**src/hdl/sha_pkg.sv**
```systemverilog
`timescale 1ns / 1ps
package sha_pkg;
	localparam int unsigned WORD_W = 32;
	localparam int unsigned COUNT_W = 61;

	typedef logic [WORD_W-1:0] word_t;

	// control from the sequencer to the schedule memory
	typedef struct packed {
		logic       we;
		logic [3:0] waddr;
		word_t      wdata;
		logic [3:0] raddr;
	} wmem_req_t;

	localparam word_t ROUND_K [64] = '{
		32'h428a2f98, 32'h71374491, 32'hb5c0fbcf, 32'he9b5dba5,
		32'h3956c25b, 32'h59f111f1, 32'h923f82a4, 32'hab1c5ed5,
		32'hd807aa98, 32'h12835b01, 32'h243185be, 32'h550c7dc3,
		32'h72be5d74, 32'h80deb1fe, 32'h9bdc06a7, 32'hc19bf174,
		32'he49b69c1, 32'hefbe4786, 32'h0fc19dc6, 32'h240ca1cc,
		32'h2de92c6f, 32'h4a7484aa, 32'h5cb0a9dc, 32'h76f988da,
		32'h983e5152, 32'ha831c66d, 32'hb00327c8, 32'hbf597fc7,
		32'hc6e00bf3, 32'hd5a79147, 32'h06ca6351, 32'h14292967,
		32'h27b70a85, 32'h2e1b2138, 32'h4d2c6dfc, 32'h53380d13,
		32'h650a7354, 32'h766a0abb, 32'h81c2c92e, 32'h92722c85,
		32'ha2bfe8a1, 32'ha81a664b, 32'hc24b8b70, 32'hc76c51a3,
		32'hd192e819, 32'hd6990624, 32'hf40e3585, 32'h106aa070,
		32'h19a4c116, 32'h1e376c08, 32'h2748774c, 32'h34b0bcb5,
		32'h391c0cb3, 32'h4ed8aa4a, 32'h5b9cca4f, 32'h682e6ff3,
		32'h748f82ee, 32'h78a5636f, 32'h84c87814, 32'h8cc70208,
		32'h90befffa, 32'ha4506ceb, 32'hbef9a3f7, 32'hc67178f2
	};

	localparam word_t INIT_HASH [8] = '{
		32'h6a09e667, 32'hbb67ae85, 32'h3c6ef372, 32'ha54ff53a,
		32'h510e527f, 32'h9b05688c, 32'h1f83d9ab, 32'h5be0cd19
	};

	localparam logic [7:0] PAD_BYTE = 8'h80;
	localparam logic [5:0] LEN_POS = 6'd56;

	function automatic word_t rotr(input word_t x, input int unsigned n);
		rotr = (x >> n) | (x << (WORD_W - n));
	endfunction

	function automatic word_t sig0(input word_t x);
		sig0 = rotr(x, 7) ^ rotr(x, 18) ^ (x >> 3);
	endfunction

	function automatic word_t sig1(input word_t x);
		sig1 = rotr(x, 17) ^ rotr(x, 19) ^ (x >> 10);
	endfunction
endpackage

```
**src/hdl/sha_wmem.sv**
```systemverilog
`timescale 1ns / 1ps
// 16-entry message schedule, one write and one registered read a cycle
module sha_wmem (
	input  logic              clk,
	input  sha_pkg::wmem_req_t req,
	output sha_pkg::word_t    rdata
);
	import sha_pkg::*;

	word_t mem [16];

	always_ff @(posedge clk) begin
		if (req.we) begin
			mem[req.waddr] <= req.wdata;
		end
		rdata <= mem[req.raddr];
	end
endmodule

```
**src/hdl/sha_round.sv**
```systemverilog
`timescale 1ns / 1ps
// working variables and one compression round a cycle while step is high; adds into chain on finish
module sha_round (
	input  logic           clk,
	input  logic           arst_n,
	input  logic           start,
	input  logic           step,
	input  logic [5:0]     rnd,
	input  sha_pkg::word_t w,
	input  logic           finish,
	input  logic           reinit,
	input  logic [2:0]     rd_idx,
	output sha_pkg::word_t rd_word
);
	import sha_pkg::*;

	word_t chain_q [8];
	word_t v_q [8];
	word_t t1, t2, s0, s1, ch, mj;

	always_comb begin
		s1 = rotr(v_q[4], 6) ^ rotr(v_q[4], 11) ^ rotr(v_q[4], 25);
		ch = (v_q[4] & v_q[5]) ^ (~v_q[4] & v_q[6]);
		t1 = v_q[7] + s1 + ch + ROUND_K[rnd] + w;
		s0 = rotr(v_q[0], 2) ^ rotr(v_q[0], 13) ^ rotr(v_q[0], 22);
		mj = (v_q[0] & v_q[1]) ^ (v_q[0] & v_q[2]) ^ (v_q[1] & v_q[2]);
		t2 = s0 + mj;
	end

	assign rd_word = chain_q[rd_idx];

	always_ff @(posedge clk or negedge arst_n) begin
		if (!arst_n) begin
			for (int i = 0; i < 8; i++) chain_q[i] <= INIT_HASH[i];
		end else if (reinit) begin
			for (int i = 0; i < 8; i++) chain_q[i] <= INIT_HASH[i];
		end else if (finish) begin
			for (int i = 0; i < 8; i++) chain_q[i] <= chain_q[i] + v_q[i];
		end
	end

	always_ff @(posedge clk) begin
		if (start) begin
			for (int i = 0; i < 8; i++) v_q[i] <= chain_q[i];
		end else if (step) begin
			v_q[7] <= v_q[6];
			v_q[6] <= v_q[5];
			v_q[5] <= v_q[4];
			v_q[4] <= v_q[3] + t1;
			v_q[3] <= v_q[2];
			v_q[2] <= v_q[1];
			v_q[1] <= v_q[0];
			v_q[0] <= t1 + t2;
		end
	end
endmodule

```
**src/hdl/sha256_message_hasher.sv**
```systemverilog
`timescale 1ns / 1ps
// SHA-256 hasher, at most one message byte per input request.
// Input s_axis: tdata = data_byte; tuser[0] = byte_present, tuser[1] = message_end.
// Output m_axis: tdata = digest_word; tuser[2:0] = word_index; tlast = final_word.
// The 64th byte of a block starts a compression that holds s_axis_tready low
// until it ends. Rounds 0 to 47 step through S_RD0, S_RD1, S_RD9, S_RD14 and
// S_WB: the schedule memory has one read port, so w[t-16], w[t-15], w[t-7] and
// w[t-2] come out one per cycle, the expanded word is written back and the next
// round's word is fetched. Rounds 48 to 63 use S_RD0 and S_WB only, with S_RINIT
// to load the working variables and S_FIN to add them into the chain. An end
// request pads the block one word at a time, runs one or two compressions and
// emits eight digest words on m_axis, one per cycle while m_axis_tready is high.
// A stall holds the current word; no input is taken until the last word leaves.
// Reset restores the initial hash value and clears the byte count; the schedule
// memory is not cleared.
module sha256_message_hasher (
	input  logic        clk,
	input  logic        arst_n,
	input  logic        s_axis_tvalid,
	output logic        s_axis_tready,
	input  logic [7:0]  s_axis_tdata,  // data_byte
	input  logic [1:0]  s_axis_tuser,  // byte_present, message_end
	output logic        m_axis_tvalid,
	input  logic        m_axis_tready,
	output logic [31:0] m_axis_tdata,  // digest_word
	output logic [2:0]  m_axis_tuser,  // word_index
	output logic        m_axis_tlast   // final_word
);
	import sha_pkg::*;

	typedef enum logic [3:0] {
		S_IN, S_PADW, S_LEN, S_RINIT, S_RD0, S_RD1, S_RD9, S_RD14, S_WB,
		S_FIN, S_OUT
	} state_t;

	state_t state_q;
	logic [COUNT_W-1:0] count_q;
	word_t acc_q;          // word being assembled
	logic [3:0] padw_q;    // next word to zero
	logic two_q;           // length block still to come
	logic end_q;           // compressing for message end
	logic [5:0] rnd_q;
	word_t w0_q, w1_q, w9_q;
	logic [2:0] oidx_q;

	wmem_req_t req;
	word_t rdata;
	logic start, step, finish, reinit;
	word_t chain_word;

	sha_wmem u_wmem (.clk(clk), .req(req), .rdata(rdata));

	sha_round u_round (
		.clk(clk), .arst_n(arst_n), .start(start), .step(step), .rnd(rnd_q),
		.w(rdata), .finish(finish), .reinit(reinit), .rd_idx(oidx_q),
		.rd_word(chain_word)
	);

	logic       in_acc;
	logic [5:0] pos;
	logic [1:0] bsel;
	word_t      pb_word;  // acc with byte placed
	word_t      pad_word;
	logic [63:0] bits;
	logic [3:0]  slot;

	assign in_acc = s_axis_tvalid && s_axis_tready;
	assign pos = count_q[5:0];
	assign bsel = pos[1:0];
	assign bits = {count_q, 3'b000};
	assign slot = rnd_q[3:0];

	function automatic word_t place(input word_t a, input logic [1:0] b, input logic [7:0] d);
		word_t r;
		r = a;
		case (b)
			2'd0: r = {d, 24'h0};
			2'd1: r[23:16] = d;
			2'd2: r[15:8] = d;
			default: r[7:0] = d;
		endcase
		return r;
	endfunction

	assign pb_word = place(acc_q, bsel, s_axis_tdata);
	assign pad_word = place(acc_q, bsel, PAD_BYTE);

	// expanded word from w[t-16], w[t-15], w[t-7], w[t-2]
	word_t wnew;
	assign wnew = w0_q + sig0(w1_q) + w9_q + sig1(rdata);

	always_comb begin
		req = '0;
		start = 1'b0;
		step = 1'b0;
		finish = 1'b0;
		reinit = 1'b0;
		req.raddr = slot;
		unique case (state_q)
			S_IN: begin
				if (in_acc && s_axis_tuser[0]) begin
					req.we = 1'b1;
					req.waddr = pos[5:2];
					req.wdata = pb_word;
				end
			end
			S_PADW: begin
				// first word carries the pad byte, acc is zero after it
				req.we = 1'b1;
				req.waddr = padw_q;
				req.wdata = acc_q;
			end
			S_LEN: begin
				req.we = 1'b1;
				req.waddr = padw_q;
				req.wdata = padw_q[0] ? bits[31:0] : bits[63:32];
			end
			S_RINIT: start = 1'b1;
			S_RD0: begin
				step = 1'b1;
				req.raddr = slot + 4'd1;
			end
			S_RD1: req.raddr = slot + 4'd9;
			S_RD9: req.raddr = slot + 4'd14;
			S_RD14: begin
				req.we = 1'b1;
				req.waddr = slot;
				req.wdata = wnew;
			end
			S_WB: ;
			S_FIN: begin
				finish = (rnd_q == 6'd0);
			end
			S_OUT: reinit = m_axis_tready && (oidx_q == 3'd7);
			default: ;
		endcase
	end

	// reads: S_WB issues read of next slot, S_RD0 consumes it
	always_ff @(posedge clk or negedge arst_n) begin
		if (!arst_n) begin
			state_q <= S_IN;
			count_q <= '0;
			padw_q <= '0;
			two_q <= 1'b0;
			end_q <= 1'b0;
			rnd_q <= '0;
			oidx_q <= '0;
		end else begin
			unique case (state_q)
				S_IN: begin
					if (in_acc) begin
						if (s_axis_tuser[0]) begin
							count_q <= count_q + COUNT_W'(1);
							acc_q <= pb_word;
							if (pos == 6'd63) begin
								state_q <= S_RINIT;
								rnd_q <= '0;
								end_q <= s_axis_tuser[1];
								// end with full block: pad starts next block
							end else if (s_axis_tuser[1]) begin
								state_q <= S_FIN;
								end_q <= 1'b1;
								rnd_q <= '1;
							end
						end else if (s_axis_tuser[1]) begin
							state_q <= S_FIN;
							end_q <= 1'b1;
							rnd_q <= '1;
						end
					end
				end
				S_PADW: begin
					padw_q <= padw_q + 4'd1;
					acc_q <= '0;
					if (padw_q == 4'd13) begin
						state_q <= two_q ? S_RINIT : S_LEN;
						rnd_q <= '0;
					end else if (padw_q == 4'd15) begin
						state_q <= S_RINIT;
						rnd_q <= '0;
					end
				end
				S_LEN: begin
					// stays at 15 to mark the length block as written
					if (padw_q == 4'd15) begin
						state_q <= S_RINIT;
						rnd_q <= '0;
					end else begin
						padw_q <= padw_q + 4'd1;
					end
				end
				S_RINIT: state_q <= S_RD0;
				S_RD0: begin
					if (rnd_q >= 6'd48) begin
						rnd_q <= rnd_q + 6'd1;
						state_q <= (rnd_q == 6'd63) ? S_FIN : S_WB;
					end else begin
						w0_q <= rdata;
						state_q <= S_RD1;
					end
				end
				S_RD1: state_q <= S_RD9;
				S_RD9: state_q <= S_RD14;
				S_RD14: begin
					rnd_q <= rnd_q + 6'd1;
					state_q <= S_WB;
				end
				S_WB: state_q <= S_RD0;
				S_FIN: begin
					if (rnd_q == 6'd0) begin
						// block finished (rnd wrapped); chain updated this cycle
						if (!end_q) begin
							state_q <= S_IN;
						end else if (two_q) begin
							two_q <= 1'b0;
							padw_q <= '0;
							state_q <= S_PADW;
						end else if (count_q[5:0] == 6'd0 && padw_q != 4'd15) begin
							// full block just done at message end: whole pad block
							acc_q <= '0;
							padw_q <= 4'd0;
							state_q <= S_FIN;
							rnd_q <= '1;
							two_q <= 1'b0;
						end else begin
							state_q <= S_OUT;
							oidx_q <= '0;
						end
					end else begin
						// start of padding for this message
						padw_q <= pos[5:2];
						acc_q <= pad_word;
						two_q <= (pos >= LEN_POS);
						state_q <= S_PADW;
						rnd_q <= '0;
					end
				end
				S_OUT: begin
					if (m_axis_tready) begin
						oidx_q <= oidx_q + 3'd1;
						if (oidx_q == 3'd7) begin
							state_q <= S_IN;
							count_q <= '0;
							end_q <= 1'b0;
							padw_q <= '0;
						end
					end
				end
				default: state_q <= S_IN;
			endcase
			if (state_q == S_RD1) w1_q <= rdata;
			if (state_q == S_RD9) w9_q <= rdata;
		end
	end

	assign s_axis_tready = (state_q == S_IN);
	assign m_axis_tvalid = (state_q == S_OUT);
	assign m_axis_tdata = chain_word;
	assign m_axis_tuser = oidx_q;
	assign m_axis_tlast = (oidx_q == 3'd7);

	a_no_overlap: assert property (@(posedge clk) disable iff (!arst_n)
		!(s_axis_tready && m_axis_tvalid)) else $error("input open while emitting");
	a_out_order: assert property (@(posedge clk) disable iff (!arst_n)
		m_axis_tvalid && m_axis_tready && !m_axis_tlast |=> m_axis_tvalid &&
		m_axis_tuser == $past(m_axis_tuser) + 3'd1) else $error("digest order");
	a_cnt_clear: assert property (@(posedge clk) disable iff (!arst_n)
		m_axis_tvalid && m_axis_tready && m_axis_tlast |=> count_q == '0)
		else $error("count not cleared");
endmodule

```
**config.mk**
```make
export PLATFORM = sky130hd
export DESIGN_NAME = sha256_message_hasher
export DESIGN_NICKNAME = d
export VERILOG_FILES = /design/src/hdl/sha_pkg.sv /design/src/hdl/sha_wmem.sv /design/src/hdl/sha_round.sv /design/src/hdl/sha256_message_hasher.sv
export SDC_FILE = /design/constraint.sdc
export NUM_CORES = 2
export LEC_CHECK = 0
export ABC_AREA = 1
export BUFFER_PORTS_ARGS = -buffer_cell sky130_fd_sc_hd__buf_4
export CORE_MARGIN = 3
export CORE_UTILIZATION = 30
export CTS_CLUSTER_DIAMETER = 200
export CTS_CLUSTER_SIZE = 24
export DETAILED_ROUTE_END_ITERATION = 7
export HOLD_SLACK_MARGIN = 0.05
export PLACE_DENSITY = 0.49
export RECOVER_POWER = 50
export SYNTH_ARGS = -nofsm -noshare
export SYNTH_HDL_FRONTEND = slang
export SYNTH_SLANG_ARGS = --single-unit
```
**constraint.sdc**
```tcl
create_clock -name clk -period 29 [get_ports clk]
set_input_delay 2.9 -clock clk [delete_from_list [all_inputs] [get_ports clk]]
set_output_delay 2.9 -clock clk [all_outputs]
set_load 0.1 [all_outputs]
```
==> results.json <==
{
  "synth_seq_cells": 1264,
  "gr-total-overflow": 0,
  "outcome": "finished, violations left",
  "drive_above_1_share": 0.0469,
  "area_growth_pct": 7.26,
  "synthDistinctLibCells": 80,
  "maxClockFrequency_ghz": 0.0753,
  "drtPass1Iterations": 6,
  "detail_route.wl_per_cell_um": 27.1,
  "cts_buffers": 59,
  "fin_crit_ns": 13.28,
  "cts_hold_buffers": 0,
  "grt_max_degree": 194,
  "start_util": 0.302,
  "use_met2": 0.395,
  "gp_congestion": 0.984,
  "fp.dieW_um": 539,
  "root_buffer": "clkbuf_16",
  "final_max_slew_viol_count": 1294,
  "drc_errors": 0,
  "setup_ws_ns": 15.72,
  "grt_pass1_wl_um": 525000,
  "io_pins": 52,
  "portBuffers": 51,
  "rows": 195,
  "dpl_worst_slack_ns": 18.95,
  "ys.flop_type": "edfxtp_1",
  "cts_tree": "built",
  "worst_ep_required_time_ns": 29.32,
  "final_antenna_net_count": 0,
  "syn_nets": 10600,
  "arrival_ns": 13.59,
  "postSynthAreaPerCell_um2": 8.49,
  "final_nets": 10500,
  "cp-start-kind": "flip-flop",
  "worst_pin_slew_ns": 9.82,
  "synth.cell_area_um2": 85200,
  "drtIter0Drc": 7716,
  "wirelength_um": 370000,
  "clk_pin_slew_ns": 0.11,
  "finalSetupViolations": 0,
  "clockBufferDepth": 3,
  "cts_resized": 0,
  "synthCells": 10000,
  "die_area_um2": 290000,
  "ys_seq_area_frac": 0.424,
  "use_met1": 0.339,
  "hold_violations": 0,
  "hold_path_class": "flip-flop to flip-flop",
  "postCtsSetupRepairBufs": 0,
  "grt_use_total": 0.246,
  "busiest_layer": "met2",
  "skew_ns": 0.0818,
  "h-tree-depth": 2,
  "dp_hpwl_um": 278000,
  "fin_tns_setup_ns": 0,
  "clock_sinks": 1264,
  "antenna_found_initial": 17,
  "end_kind": "flip-flop",
  "core-area_um2": 282000,
  "violations": "max-capacitance violations, max-slew violations",
  "finalCritPeriodShare": 0.458,
  "via_per_inst": 5.41,
  "async_reset_ff_frac": 0.266,
  "grt_use_met3": 0.0291,
  "num_vias": 74100,
  "maxCapViolCount": 23,
  "rsz0062_at_grt": "false",
  "ys_warn_count": 0,
  "die_y_um": 539,
  "fillers": 29700,
  "clk-insertion-delay-late_ns": 0.81,
  "grt_pass1_vias": 70700,
  "critPathKind": "flip-flop to flip-flop",
  "critPathMaxFanout": 59,
  "max_slew_margin": -5.55,
  "synth_edf_count": 896
}
==> layer usage <==
layer / share of wire / vias to the layer above
met3: 0.063 / 538
li1: - / 33900
met5: 0.00014 / -
met4: 0.047 / 10
met2: 0.45 / 2731
met1: 0.44 / 36900
==> state kept, by name (all words and copies together) (netlist names) <==
register	count
u_round.v_q	256
u_round.chain_q	256
u_wmem.mem	512
w0_q	32
w9_q	32
w1_q	32
rnd_q	6
end_q	1
state_q	4
u_wmem.rdata	32
two_q	1
padw_q	4
count_q	61
m_axis_tuser	3
acc_q	32
==> kinds of logic (layout without fill, tap and decap cells) <==
family | count (synthesis) | in the layout | share of synthesized area
and+or+nand+nor | 3495 | 3495 | 0.174
muxes | 8 | 8 | 0.000940
other | 0 | 7 | 0
DFF | 1264 | 1264 | 0.424
AOI/OAI and AO/OA | 2510 | 2510 | 0.175
buffers and inverters | 1747 | 1648 | 0.0785
xor gates and xnor gates | 406 | 406 | 0.0417
adders and majority gates | 610 | 610 | 0.106
==> cells in the final DEF (no fill, tap or decap), drive strengths merged, types with 30 or more instances in the layout <==
cell type | netlist | final
or2 | 157 | 157
xnor2 | 175 | 175
inv | 1341 | 1339
nand4 | 73 | 73
a21oi | 707 | 707
buf | 125 | 128
dfxtp | 32 | 32
o21bai | 63 | 63
dfrtp | 200 | 200
nand2 | 1737 | 1737
ha | 399 | 399
dfstp | 136 | 136
o211ai | 163 | 163
a31oi | 78 | 78
o22ai | 127 | 127
nor2 | 934 | 934
a221oi | 30 | 30
edfxtp | 896 | 896
fa | 195 | 195
nor3 | 139 | 139
nor4 | 33 | 33
clkbuf | 276 | 167
o311ai | 132 | 132
a22oi | 33 | 33
o21ai | 925 | 925
nand3 | 391 | 391
xor2 | 231 | 231
a21o | 74 | 74
==> synth_stat cells, drive strengths merged, types with 127 or more instances <==
cell	instances	area, um2
inv	1341	5040
a21oi	707	3540
o21ai	925	4640
o311ai	132	1160
fa	195	3900
dfrtp	200	5000
o211ai	163	1220
clkbuf	276	1040
xnor2	175	1530
o22ai	127	801
nor3	139	726
or2	157	982
ha	399	4990
xor2	231	2020
edfxtp	896	26900
nand3	391	1980
nor2	934	3600
nand2	1737	6620
dfstp	136	3570
==> worst paths after layout <==
| kind | from | end | slack (ns) | depth (start not counted) |
|---|---|---|---|---|
| worst max-delay path | state_q[1]$_DFFE_PN0P_ | u_round.v_q[0][64]$_DFFE_PP_ | 15.72 | 8 |
| worst min-delay path | count_q[56]$_DFFE_PN0P_ | count_q[56]$_DFFE_PN0P_ | 0.48 | 1 |
| worst max register to register | state_q[1]$_DFFE_PN0P_ | u_round.v_q[0][64]$_DFFE_PP_ | 15.72 | 8 |
| worst min register to register | count_q[56]$_DFFE_PN0P_ | count_q[56]$_DFFE_PN0P_ | 0.48 | 1 |
| max in group asynchronous | arst_n | u_round.chain_q[250]$_DFFE_PN0P_ | 19.09 | 4 |
| min in group asynchronous | arst_n | u_round.chain_q[19]$_DFFE_PN0P_ | 3.53 | 1 |
==> per-stage QoR <==
step | utilization | instances | hold WS (ns) | area [um2]
after floorplan | - | 10000 | 0.433 | 85200
after global placement | 0.319 | 13600 | 0.460 | 90000
after detailed placement | 0.319 | 13600 | 0.463 | 90000
after CTS | 0.325 | 13700 | 0.486 | 91800
after global routing | 0.324 | 13700 | 0.496 | 91400
final | 0.324 | 13700 | 0.476 | 91400
==> layout make-up <==
cell class | instances | area (um2) | area share
Inverter | 1346 | 5080 | 0.0556
Sequential cell | 1264 | 36100 | 0.395
Antenna cell | 7 | 17.5 | 0.000192
Tap cell | 3743 | 4680 | 0.0513
Multi-Input combinational cell | 7029 | 42500 | 0.465
Clock inverter | 7 | 128 | 0.00140
Clock buffer | 105 | 1670 | 0.0183
Timing Repair Buffer | 190 | 1210 | 0.0132
==> worst max-delay path: stages, from the launching register on <==
cell and delay (ns):
dfrtp_1 0.50, nor2_1 0.30, inv_1 0.10, nor2_1 0.40, clkinvlp_2 2.20, o31ai_4 0.51
clkbuf_1 2.36, clkbuf_1 3.24, clkbuf_1 2.90
Power is not shown: default switching activity piles up to over one toggle a cycle in this logic, so the estimate is an artifact.
